File: src/qwt_pkg.sv
package qwt_pkg;

	localparam int MAX_DELIMS_DEF = 4;
	localparam int DELIM_SLOTS    = 4;
	localparam int CFG_IDX_W      = 3;
	localparam int CNT_W          = 3;
	localparam int RES_MAX        = 3;
	localparam int RES_CNT_W      = 2;

	// register indexes on the configuration port
	localparam logic [CFG_IDX_W-1:0] REG_CUSTOM = 3'd0;
	localparam logic [CFG_IDX_W-1:0] REG_COUNT  = 3'd1;
	localparam logic [CFG_IDX_W-1:0] REG_DELIM0 = 3'd2;
	localparam logic [CFG_IDX_W-1:0] REG_DELIM1 = 3'd3;
	localparam logic [CFG_IDX_W-1:0] REG_DELIM2 = 3'd4;
	localparam logic [CFG_IDX_W-1:0] REG_DELIM3 = 3'd5;

	localparam logic [7:0] CH_DQUOTE = 8'h22;
	localparam logic [7:0] CH_SQUOTE = 8'h27;
	localparam logic [7:0] CH_BSLASH = 8'h5C;
	localparam logic [7:0] CH_TAB    = 8'h09;
	localparam logic [7:0] CH_CR     = 8'h0D;
	localparam logic [7:0] CH_SPACE  = 8'h20;

	// open quote codes
	localparam logic [1:0] QUOTE_NONE   = 2'd0;
	localparam logic [1:0] QUOTE_SINGLE = 2'd1;
	localparam logic [1:0] QUOTE_DOUBLE = 2'd2;

	typedef struct packed {
		logic [7:0] in_byte;
		logic       in_last;
	} in_item_t;

	typedef struct packed {
		logic [7:0]  out_byte;
		logic        byte_valid;
		logic        word_end;
		logic        string_end;
		logic [15:0] word_count;
		logic        run_last;
	} out_item_t;

	typedef struct packed {
		logic                 custom;
		logic [CNT_W-1:0]     count;
		logic [DELIM_SLOTS-1:0][7:0] delim;
	} cfg_t;

	// results of one item, awaiting delivery
	typedef struct packed {
		logic [RES_CNT_W-1:0]        cnt;
		out_item_t [RES_MAX-1:0]     res;
	} bundle_t;

endpackage

File: src/qwt_cfg.sv
module qwt_cfg (
	input  logic                          clk,
	input  logic                          arst_n,
	input  logic                          cfg_valid,
	output logic                          cfg_ready,
	input  logic [qwt_pkg::CFG_IDX_W-1:0] cfg_index,
	input  logic [7:0]                    cfg_data,
	output qwt_pkg::cfg_t                 cfg
);
	import qwt_pkg::*;

	cfg_t cfg_q;

	assign cfg_ready = 1'b1;
	assign cfg       = cfg_q;

	always_ff @(posedge clk or negedge arst_n) begin
		if (!arst_n) begin
			cfg_q.custom   <= 1'b0;
			cfg_q.count    <= '0;
			cfg_q.delim[0] <= 8'd32;
			cfg_q.delim[1] <= 8'd9;
			cfg_q.delim[2] <= 8'd44;
			cfg_q.delim[3] <= 8'd59;
		end else if (cfg_valid) begin
			case (cfg_index)
				REG_CUSTOM: cfg_q.custom   <= cfg_data[0];
				REG_COUNT:  cfg_q.count    <= cfg_data[CNT_W-1:0];
				REG_DELIM0: cfg_q.delim[0] <= cfg_data;
				REG_DELIM1: cfg_q.delim[1] <= cfg_data;
				REG_DELIM2: cfg_q.delim[2] <= cfg_data;
				REG_DELIM3: cfg_q.delim[3] <= cfg_data;
				default: ; // unmapped index, write dropped
			endcase
		end
	end

endmodule

File: src/qwt_core.sv
module qwt_core #(
	parameter int MAX_DELIMS = qwt_pkg::MAX_DELIMS_DEF
) (
	input  logic              clk,
	input  logic              arst_n,
	input  logic              in_valid,
	output logic              in_ready,
	input  qwt_pkg::in_item_t in_item,
	input  qwt_pkg::cfg_t     cfg,
	input  logic              load_ok,
	output logic              load,
	output qwt_pkg::bundle_t  bundle
);
	import qwt_pkg::*;

	localparam int LIM = (MAX_DELIMS < DELIM_SLOTS) ? MAX_DELIMS : DELIM_SLOTS;

	logic       valid_s1;
	logic [7:0] byte_s1;
	logic       last_s1;

	logic        in_word_q;
	logic [1:0]  quote_q;
	logic        hold_q;
	logic [15:0] words_q;

	logic        iw_c, h_c, wb_c, d_c, wend_c;
	logic [1:0]  q_c, qq_c;
	logic [15:0] w_c;
	logic [RES_CNT_W-1:0] n_c;
	out_item_t [RES_MAX-1:0] res_c;

	assign load     = valid_s1 && load_ok;
	assign in_ready = !valid_s1 || load_ok;

	always_ff @(posedge clk or negedge arst_n) begin
		if (!arst_n) begin
			valid_s1 <= 1'b0;
		end else if (in_ready) begin
			valid_s1 <= in_valid;
		end
	end

	always_ff @(posedge clk) begin
		if (in_ready && in_valid) begin
			byte_s1 <= in_item.in_byte;
			last_s1 <= in_item.in_last;
		end
	end

	// delimiter match
	always_comb begin
		d_c = 1'b0;
		if (!cfg.custom) begin
			d_c = (byte_s1 >= CH_TAB && byte_s1 <= CH_CR) || byte_s1 == CH_SPACE;
		end else begin
			for (int i = 0; i < DELIM_SLOTS; i++) begin
				if (i < LIM && i < int'(cfg.count) && cfg.delim[i] == byte_s1)
					d_c = 1'b1;
			end
		end
	end

	always_comb begin
		iw_c   = in_word_q;
		q_c    = quote_q;
		h_c    = hold_q;
		w_c    = words_q;
		wb_c   = 1'b0;
		wend_c = 1'b0;
		n_c    = '0;
		qq_c   = (byte_s1 == CH_SQUOTE) ? QUOTE_SINGLE : QUOTE_DOUBLE;
		res_c  = '0;

		if (!iw_c) begin
			if (!d_c) begin
				iw_c = 1'b1;
				q_c  = QUOTE_NONE;
				h_c  = 1'b0;
				wb_c = 1'b1;
			end
		end else if (h_c) begin
			h_c = 1'b0;
			if (d_c || (q_c == QUOTE_SINGLE && byte_s1 == CH_SQUOTE)
				|| (q_c == QUOTE_DOUBLE && byte_s1 == CH_DQUOTE)) begin
				res_c[n_c].out_byte   = byte_s1;
				res_c[n_c].byte_valid = 1'b1;
				res_c[n_c].word_count = w_c;
				n_c = n_c + 1'b1;
			end else begin
				res_c[n_c].out_byte   = CH_BSLASH;
				res_c[n_c].byte_valid = 1'b1;
				res_c[n_c].word_count = w_c;
				n_c  = n_c + 1'b1;
				wb_c = 1'b1;
			end
		end else begin
			wb_c = 1'b1;
		end

		if (wb_c) begin
			if (q_c == QUOTE_NONE && d_c) begin
				w_c  = (w_c == 16'hFFFF) ? w_c : w_c + 16'd1;
				iw_c = 1'b0;
				q_c  = QUOTE_NONE;
				h_c  = 1'b0;
				res_c[n_c].word_end   = 1'b1;
				res_c[n_c].word_count = w_c;
				n_c = n_c + 1'b1;
			end else if (byte_s1 == CH_DQUOTE || byte_s1 == CH_SQUOTE) begin
				if (q_c == QUOTE_NONE) begin
					q_c = qq_c;
				end else if (q_c == qq_c) begin
					q_c = QUOTE_NONE;
				end else begin
					// the other quote inside a span is an ordinary byte
					res_c[n_c].out_byte   = byte_s1;
					res_c[n_c].byte_valid = 1'b1;
					res_c[n_c].word_count = w_c;
					n_c = n_c + 1'b1;
				end
			end else if (byte_s1 == CH_BSLASH) begin
				h_c = 1'b1;
			end else begin
				res_c[n_c].out_byte   = byte_s1;
				res_c[n_c].byte_valid = 1'b1;
				res_c[n_c].word_count = w_c;
				n_c = n_c + 1'b1;
			end
		end

		if (last_s1) begin
			if (iw_c) begin
				if (h_c) begin
					res_c[n_c].out_byte   = CH_BSLASH;
					res_c[n_c].byte_valid = 1'b1;
					res_c[n_c].word_count = w_c;
					n_c = n_c + 1'b1;
				end
				w_c    = (w_c == 16'hFFFF) ? w_c : w_c + 16'd1;
				wend_c = 1'b1;
			end
			res_c[n_c].word_end   = wend_c;
			res_c[n_c].string_end = 1'b1;
			res_c[n_c].word_count = w_c;
			n_c  = n_c + 1'b1;
			iw_c = 1'b0;
			q_c  = QUOTE_NONE;
			h_c  = 1'b0;
			w_c  = '0;
		end
	end

	assign bundle.cnt = n_c;
	assign bundle.res = res_c;

	always_ff @(posedge clk or negedge arst_n) begin
		if (!arst_n) begin
			in_word_q <= 1'b0;
			quote_q   <= QUOTE_NONE;
			hold_q    <= 1'b0;
			words_q   <= '0;
		end else if (load) begin
			in_word_q <= iw_c;
			quote_q   <= q_c;
			hold_q    <= h_c;
			words_q   <= w_c;
		end
	end

endmodule

File: src/qwt_out.sv
module qwt_out (
	input  logic               clk,
	input  logic               arst_n,
	input  logic               load,
	input  qwt_pkg::bundle_t   bundle,
	output logic               load_ok,
	output logic               out_valid,
	input  logic               out_ready,
	output qwt_pkg::out_item_t out_item
);
	import qwt_pkg::*;

	logic [RES_CNT_W-1:0]    cnt_q;
	logic [RES_CNT_W-1:0]    idx_q;
	out_item_t [RES_MAX-1:0] res_q;
	logic                    final_c;

	assign out_valid = cnt_q != '0;
	assign final_c   = idx_q == cnt_q - 1'b1;
	assign load_ok   = !out_valid || (out_ready && final_c);

	always_comb begin
		out_item          = res_q[idx_q];
		out_item.run_last = final_c;
	end

	always_ff @(posedge clk or negedge arst_n) begin
		if (!arst_n) begin
			cnt_q <= '0;
			idx_q <= '0;
		end else if (load) begin
			cnt_q <= bundle.cnt;
			idx_q <= '0;
		end else if (out_valid && out_ready) begin
			if (final_c) begin
				cnt_q <= '0;
				idx_q <= '0;
			end else begin
				idx_q <= idx_q + 1'b1;
			end
		end
	end

	always_ff @(posedge clk) begin
		if (load)
			res_q <= bundle.res;
	end

endmodule

File: src/quoted_word_tokenizer.sv
// channel  direction  handshake             payload
// in       input      in_valid / in_ready   in_item   (in_byte, in_last)
// out      output     out_valid / out_ready out_item  (one result item)
// cfg      input      cfg_valid / cfg_ready cfg_index, cfg_data
//
// An input item is taken when the input register is empty or its item moves
// on. An item lands in the input register, is decoded in one pass against
// the word/quote/backslash state, and its zero to three result items go into
// the result register together. Results leave one per cycle while out_ready
// is high; the next item loads as the last result of the one before is taken,
// or at once if the result register is empty. Reset clears state, valids and
// configuration. A stalled output holds the input register; in_ready drops.
module quoted_word_tokenizer #(
	parameter int MAX_DELIMS = qwt_pkg::MAX_DELIMS_DEF
) (
	input  logic                          clk,
	input  logic                          arst_n,
	input  logic                          in_valid,
	output logic                          in_ready,
	input  qwt_pkg::in_item_t             in_item,
	output logic                          out_valid,
	input  logic                          out_ready,
	output qwt_pkg::out_item_t            out_item,
	input  logic                          cfg_valid,
	output logic                          cfg_ready,
	input  logic [qwt_pkg::CFG_IDX_W-1:0] cfg_index,
	input  logic [7:0]                    cfg_data
);
	import qwt_pkg::*;

	cfg_t    cfg;
	bundle_t bundle;
	logic    load;
	logic    load_ok;

	// configuration registers, reset to whitespace mode
	qwt_cfg u_cfg (
		.clk       (clk),
		.arst_n    (arst_n),
		.cfg_valid (cfg_valid),
		.cfg_ready (cfg_ready),
		.cfg_index (cfg_index),
		.cfg_data  (cfg_data),
		.cfg       (cfg)
	);

	// input register, tokenizer state and the single-pass decode
	qwt_core #(
		.MAX_DELIMS (MAX_DELIMS)
	) u_core (
		.clk      (clk),
		.arst_n   (arst_n),
		.in_valid (in_valid),
		.in_ready (in_ready),
		.in_item  (in_item),
		.cfg      (cfg),
		.load_ok  (load_ok),
		.load     (load),
		.bundle   (bundle)
	);

	// result register; hands items out one at a time, marks the last of a run
	qwt_out u_out (
		.clk       (clk),
		.arst_n    (arst_n),
		.load      (load),
		.bundle    (bundle),
		.load_ok   (load_ok),
		.out_valid (out_valid),
		.out_ready (out_ready),
		.out_item  (out_item)
	);

endmodule
File: config.mk
export PLATFORM = sky130hd
export DESIGN_NAME = quoted_word_tokenizer
export DESIGN_NICKNAME = d
export VERILOG_FILES = /design/src/qwt_pkg.sv /design/src/qwt_cfg.sv /design/src/qwt_core.sv /design/src/qwt_out.sv /design/src/quoted_word_tokenizer.sv
export SDC_FILE = /design/constraint.sdc
export NUM_CORES = 1
export LEC_CHECK = 0
export ABC_AREA = 0
export BUFFER_PORTS_ARGS = -buffer_cell sky130_fd_sc_hd__buf_2
export CAP_MARGIN = 20
export CELL_PAD_IN_SITES_DETAIL_PLACEMENT = 0
export CELL_PAD_IN_SITES_GLOBAL_PLACEMENT = 1
export CORE_UTILIZATION = 30
export DETAILED_ROUTE_END_ITERATION = 7
export GPL_ROUTABILITY_DRIVEN = 1
export GPL_TIMING_DRIVEN = 0
export PLACE_DENSITY_LB_ADDON = 0.1
export SLEW_MARGIN = 20
export SYNTH_ARGS = -nofsm -noshare
export SYNTH_HDL_FRONTEND = slang
export SYNTH_HIERARCHICAL = 1
export SYNTH_SLANG_ARGS = --single-unit
File: constraint.sdc
create_clock -name clk -period 10.2 [get_ports clk]
set_input_delay 0.51 -clock clk [delete_from_list [all_inputs] [get_ports clk]]
set_output_delay 0.51 -clock clk [all_outputs]
set_load 0.05 [all_outputs]
==> flow_metrics.env <==
export IMPL_floorplan_initialDensity_pct=30.8
export IMPL_maxCapViolations=0
export IMPL_finalNonFillerCells=1515
export IMPL_crit_start="u_core/byte_s1[2]"
export IMPL_dieArea_um2=33400
export IMPL_grt_util_all_layers_pct=20.2
export IMPL_critPathBufInv=5
export IMPL_crit_path_end_kind="register"
export IMPL_grt_max_degree=72
export IMPL_grt_pass1_vias=7634
export IMPL_grt_pass1_wl_um=50000
export IMPL_drive_gt1_share_pct=19.4
export IMPL_hp_class="in -> reg"
export IMPL_drt_wl_total_um=32700
export IMPL_dp_cells=1482
export IMPL_cp_slowest_cell="o41ai_4"
export IMPL_setup_tns_ns=0
export IMPL_reg2reg_from="u_core/byte_s1[2]"
export IMPL_critPathMaxFanout=10
export IMPL_finalCritPeriodShare_pct=61.1
export IMPL_yosys_warnings=6
export IMPL_skew_ns=0.0125
export IMPL_hpwlAfterDp_um=25100
export IMPL_max_slew_worst_pin_slew_ns=1.11
export IMPL_num_vias=7927
export IMPL_cts_repair_resized=0
export IMPL_htree_levels=4
export IMPL_clockBufferDepth=2
export IMPL_max_freq_mhz=160
export IMPL_antenna_found_initial=0
export IMPL_p_per_area_nw_per_um2=274
export IMPL_die_w_um=183
export IMPL_drt_pass1_iter_count=5
export IMPL_clock_sinks=151
export IMPL_crit_family="compound AO/OA/AOI/OAI gates"
export IMPL_drtIter0Drc=592
export IMPL_grt_ovfl_total=0
export IMPL_p_total_w=0.00308
export IMPL_status="finished, final reports clean"
export IMPL_ir_worst_vdd_mv=0.190
export IMPL_drtAntennaViolNets=0
export IMPL_required_ns=10.40
export IMPL_viasPerCell=5.23
export IMPL_hold_slack_ns=0.257
export IMPL_min_period_ns=6.24
export IMPL_multi_input_area_um2=5030
export IMPL_path_class="reg -> reg"
export IMPL_cts_tree="yes"
export IMPL_diodes=0
export IMPL_die_y_um=183
export IMPL_std_cell_rows=65
export IMPL_hold_viol=0
export IMPL_setup_violations=0
export IMPL_hold_buffers=1
export IMPL_globalplace_congestion=0.865
export IMPL_total_leakage_power_nw=4.09
export IMPL_ff_latch_area_um2=4240
export IMPL_worst_ep_arrival_time_ns=6.44
export IMPL_pin_count=56
export IMPL_syn_inst=988
export IMPL_max_stage_delay_ns=0.80
export IMPL_drc_errors=0
export IMPL_fin_nets=1107
export IMPL_hp_start="in_item[2]"
export IMPL_cp_start_kind="register"
export IMPL_avgRoutedWirePerCell_um=21.6
export IMPL_clock_latency_ns=0.43
export IMPL_io_buffers=54
export IMPL_fillCellCount=3251
export IMPL_slew_headroom_pct=25.4
export IMPL_rsz0062_at_grt="false"
export IMPL_path_clk_slew_ns=0.06
export IMPL_numCtsBuffers=17
export IMPL_coreArea_um2=31800
export IMPL_maxSlewViolCount=0
export IMPL_syn_cell_area_um2=9790
export IMPL_cts_root_buf="clkbuf_16"
export IMPL_area_growth_pct=15.2
export IMPL_crit_path_cell_trace="xnor2_1, nand4_1, o41ai_4, o21ai_1, nand2_1, o21ai_0, inv_1, ha_1, a221oi_1, o21ai_0, a31o_2, clkbuf_1, inv_1, ha_1, nand2_1, o21a_1, ha_1, and2_1, clkbuf_1, clkbuf_1, nand3_1, o31ai_1"
export IMPL_postSynthAreaPerCell_um2=9.91
export IMPL_dp_slack_ns=4.04
export IMPL_layout_setup_ws_ns=3.96
export IMPL_cts_setup_buffers=0
## worst paths after layout
kind                                     end  slack, ns  depth (start not counted)
max                          u_out/res_q[18]       3.96                         22
min                        u_core/byte_s1[1]       0.26                          1
max reg2reg                  u_out/res_q[18]       3.96                         22
min reg2reg                    u_cfg/cfg[30]       0.53                          1
max in group asynchronous      u_cfg/cfg[18]       9.17                          3
min in group asynchronous      u_cfg/cfg[10]       0.47                          2
## where the power goes
group          leakage (nW)  switching (W)  total (W)  internal, W
Clock                 0.287       0.000263   0.000631     0.000368
Sequential             1.62      0.0000836    0.00103     0.000947
Combinational          2.18        0.00102    0.00142     0.000407
## placed cells by master, fill, tap and decap left out, types with 6 or more instances in the layout
master	n
buf_6	8
a211oi_1	11
mux2_4	8
and2_1	11
clkbuf_16	18
nor2_1	44
buf_4	20
edfxtp_1	90
nand3_1	26
a21oi_1	55
o31ai_1	7
o211ai_1	12
nor2b_1	6
mux2i_1	39
nor3_1	23
ha_1	15
inv_1	21
xnor2_1	49
nand2_1	121
buf_2	64
nand4_1	10
nand3b_1	6
o21ai_0	64
a22oi_1	6
xor2_1	13
a31oi_1	6
a21o_1	8
dfrtp_1	50
clkbuf_1	32
mux2_2	33
o21ai_1	26
nor4_1	7
dfstp_2	11
o22ai_1	18
## layer usage
layer | global-route usage [%] | vias up | part of all wire (%)
li1 | - | 3836 | -
met1 | 30.0 | 3844 | 50
met2 | 30.2 | 213 | 44
met3 | 2.91 | 34 | 4.2
met4 | 5.51 | 0 | 1.7
met5 | 0 | - | 0
## sequential cells by signal, indices dropped and copies added, names as in the netlist
register,count
u_core/words_q,16
u_out/res_q,81
u_core/valid_s1,1
u_cfg/cfg,36
u_core/hold_q,1
u_out/cnt_q,2
u_core/quote_q,2
u_core/in_word_q,1
u_out/idx_q,2
u_core/last_s1,1
u_core/byte_s1,8
## area by class of cell
| class | instances | area share (%) |
|---|---|---|
| Multi-Input combinational cell | 746 | 44.7 |
| Sequential cell | 151 | 37.6 |
| Clock inverter | 9 | 0.766 |
| Buffer | 72 | 3.97 |
| Inverter | 22 | 0.777 |
| Tap cell | 435 | 4.83 |
| Clock buffer | 23 | 4.37 |
| Timing Repair Buffer | 57 | 3.00 |
## through the flow
stage / cell area [um2] / util, %
5_1_grt: 11300 / 35.5
6_report: 11300 / 35.5
2_1_floorplan: 9800 / -
3_3_place_gp: 10600 / 33.4
4_1_cts: 11300 / 35.5
3_5_place_dp: 10700 / 33.6
Power figures use the tool's default switching activity.
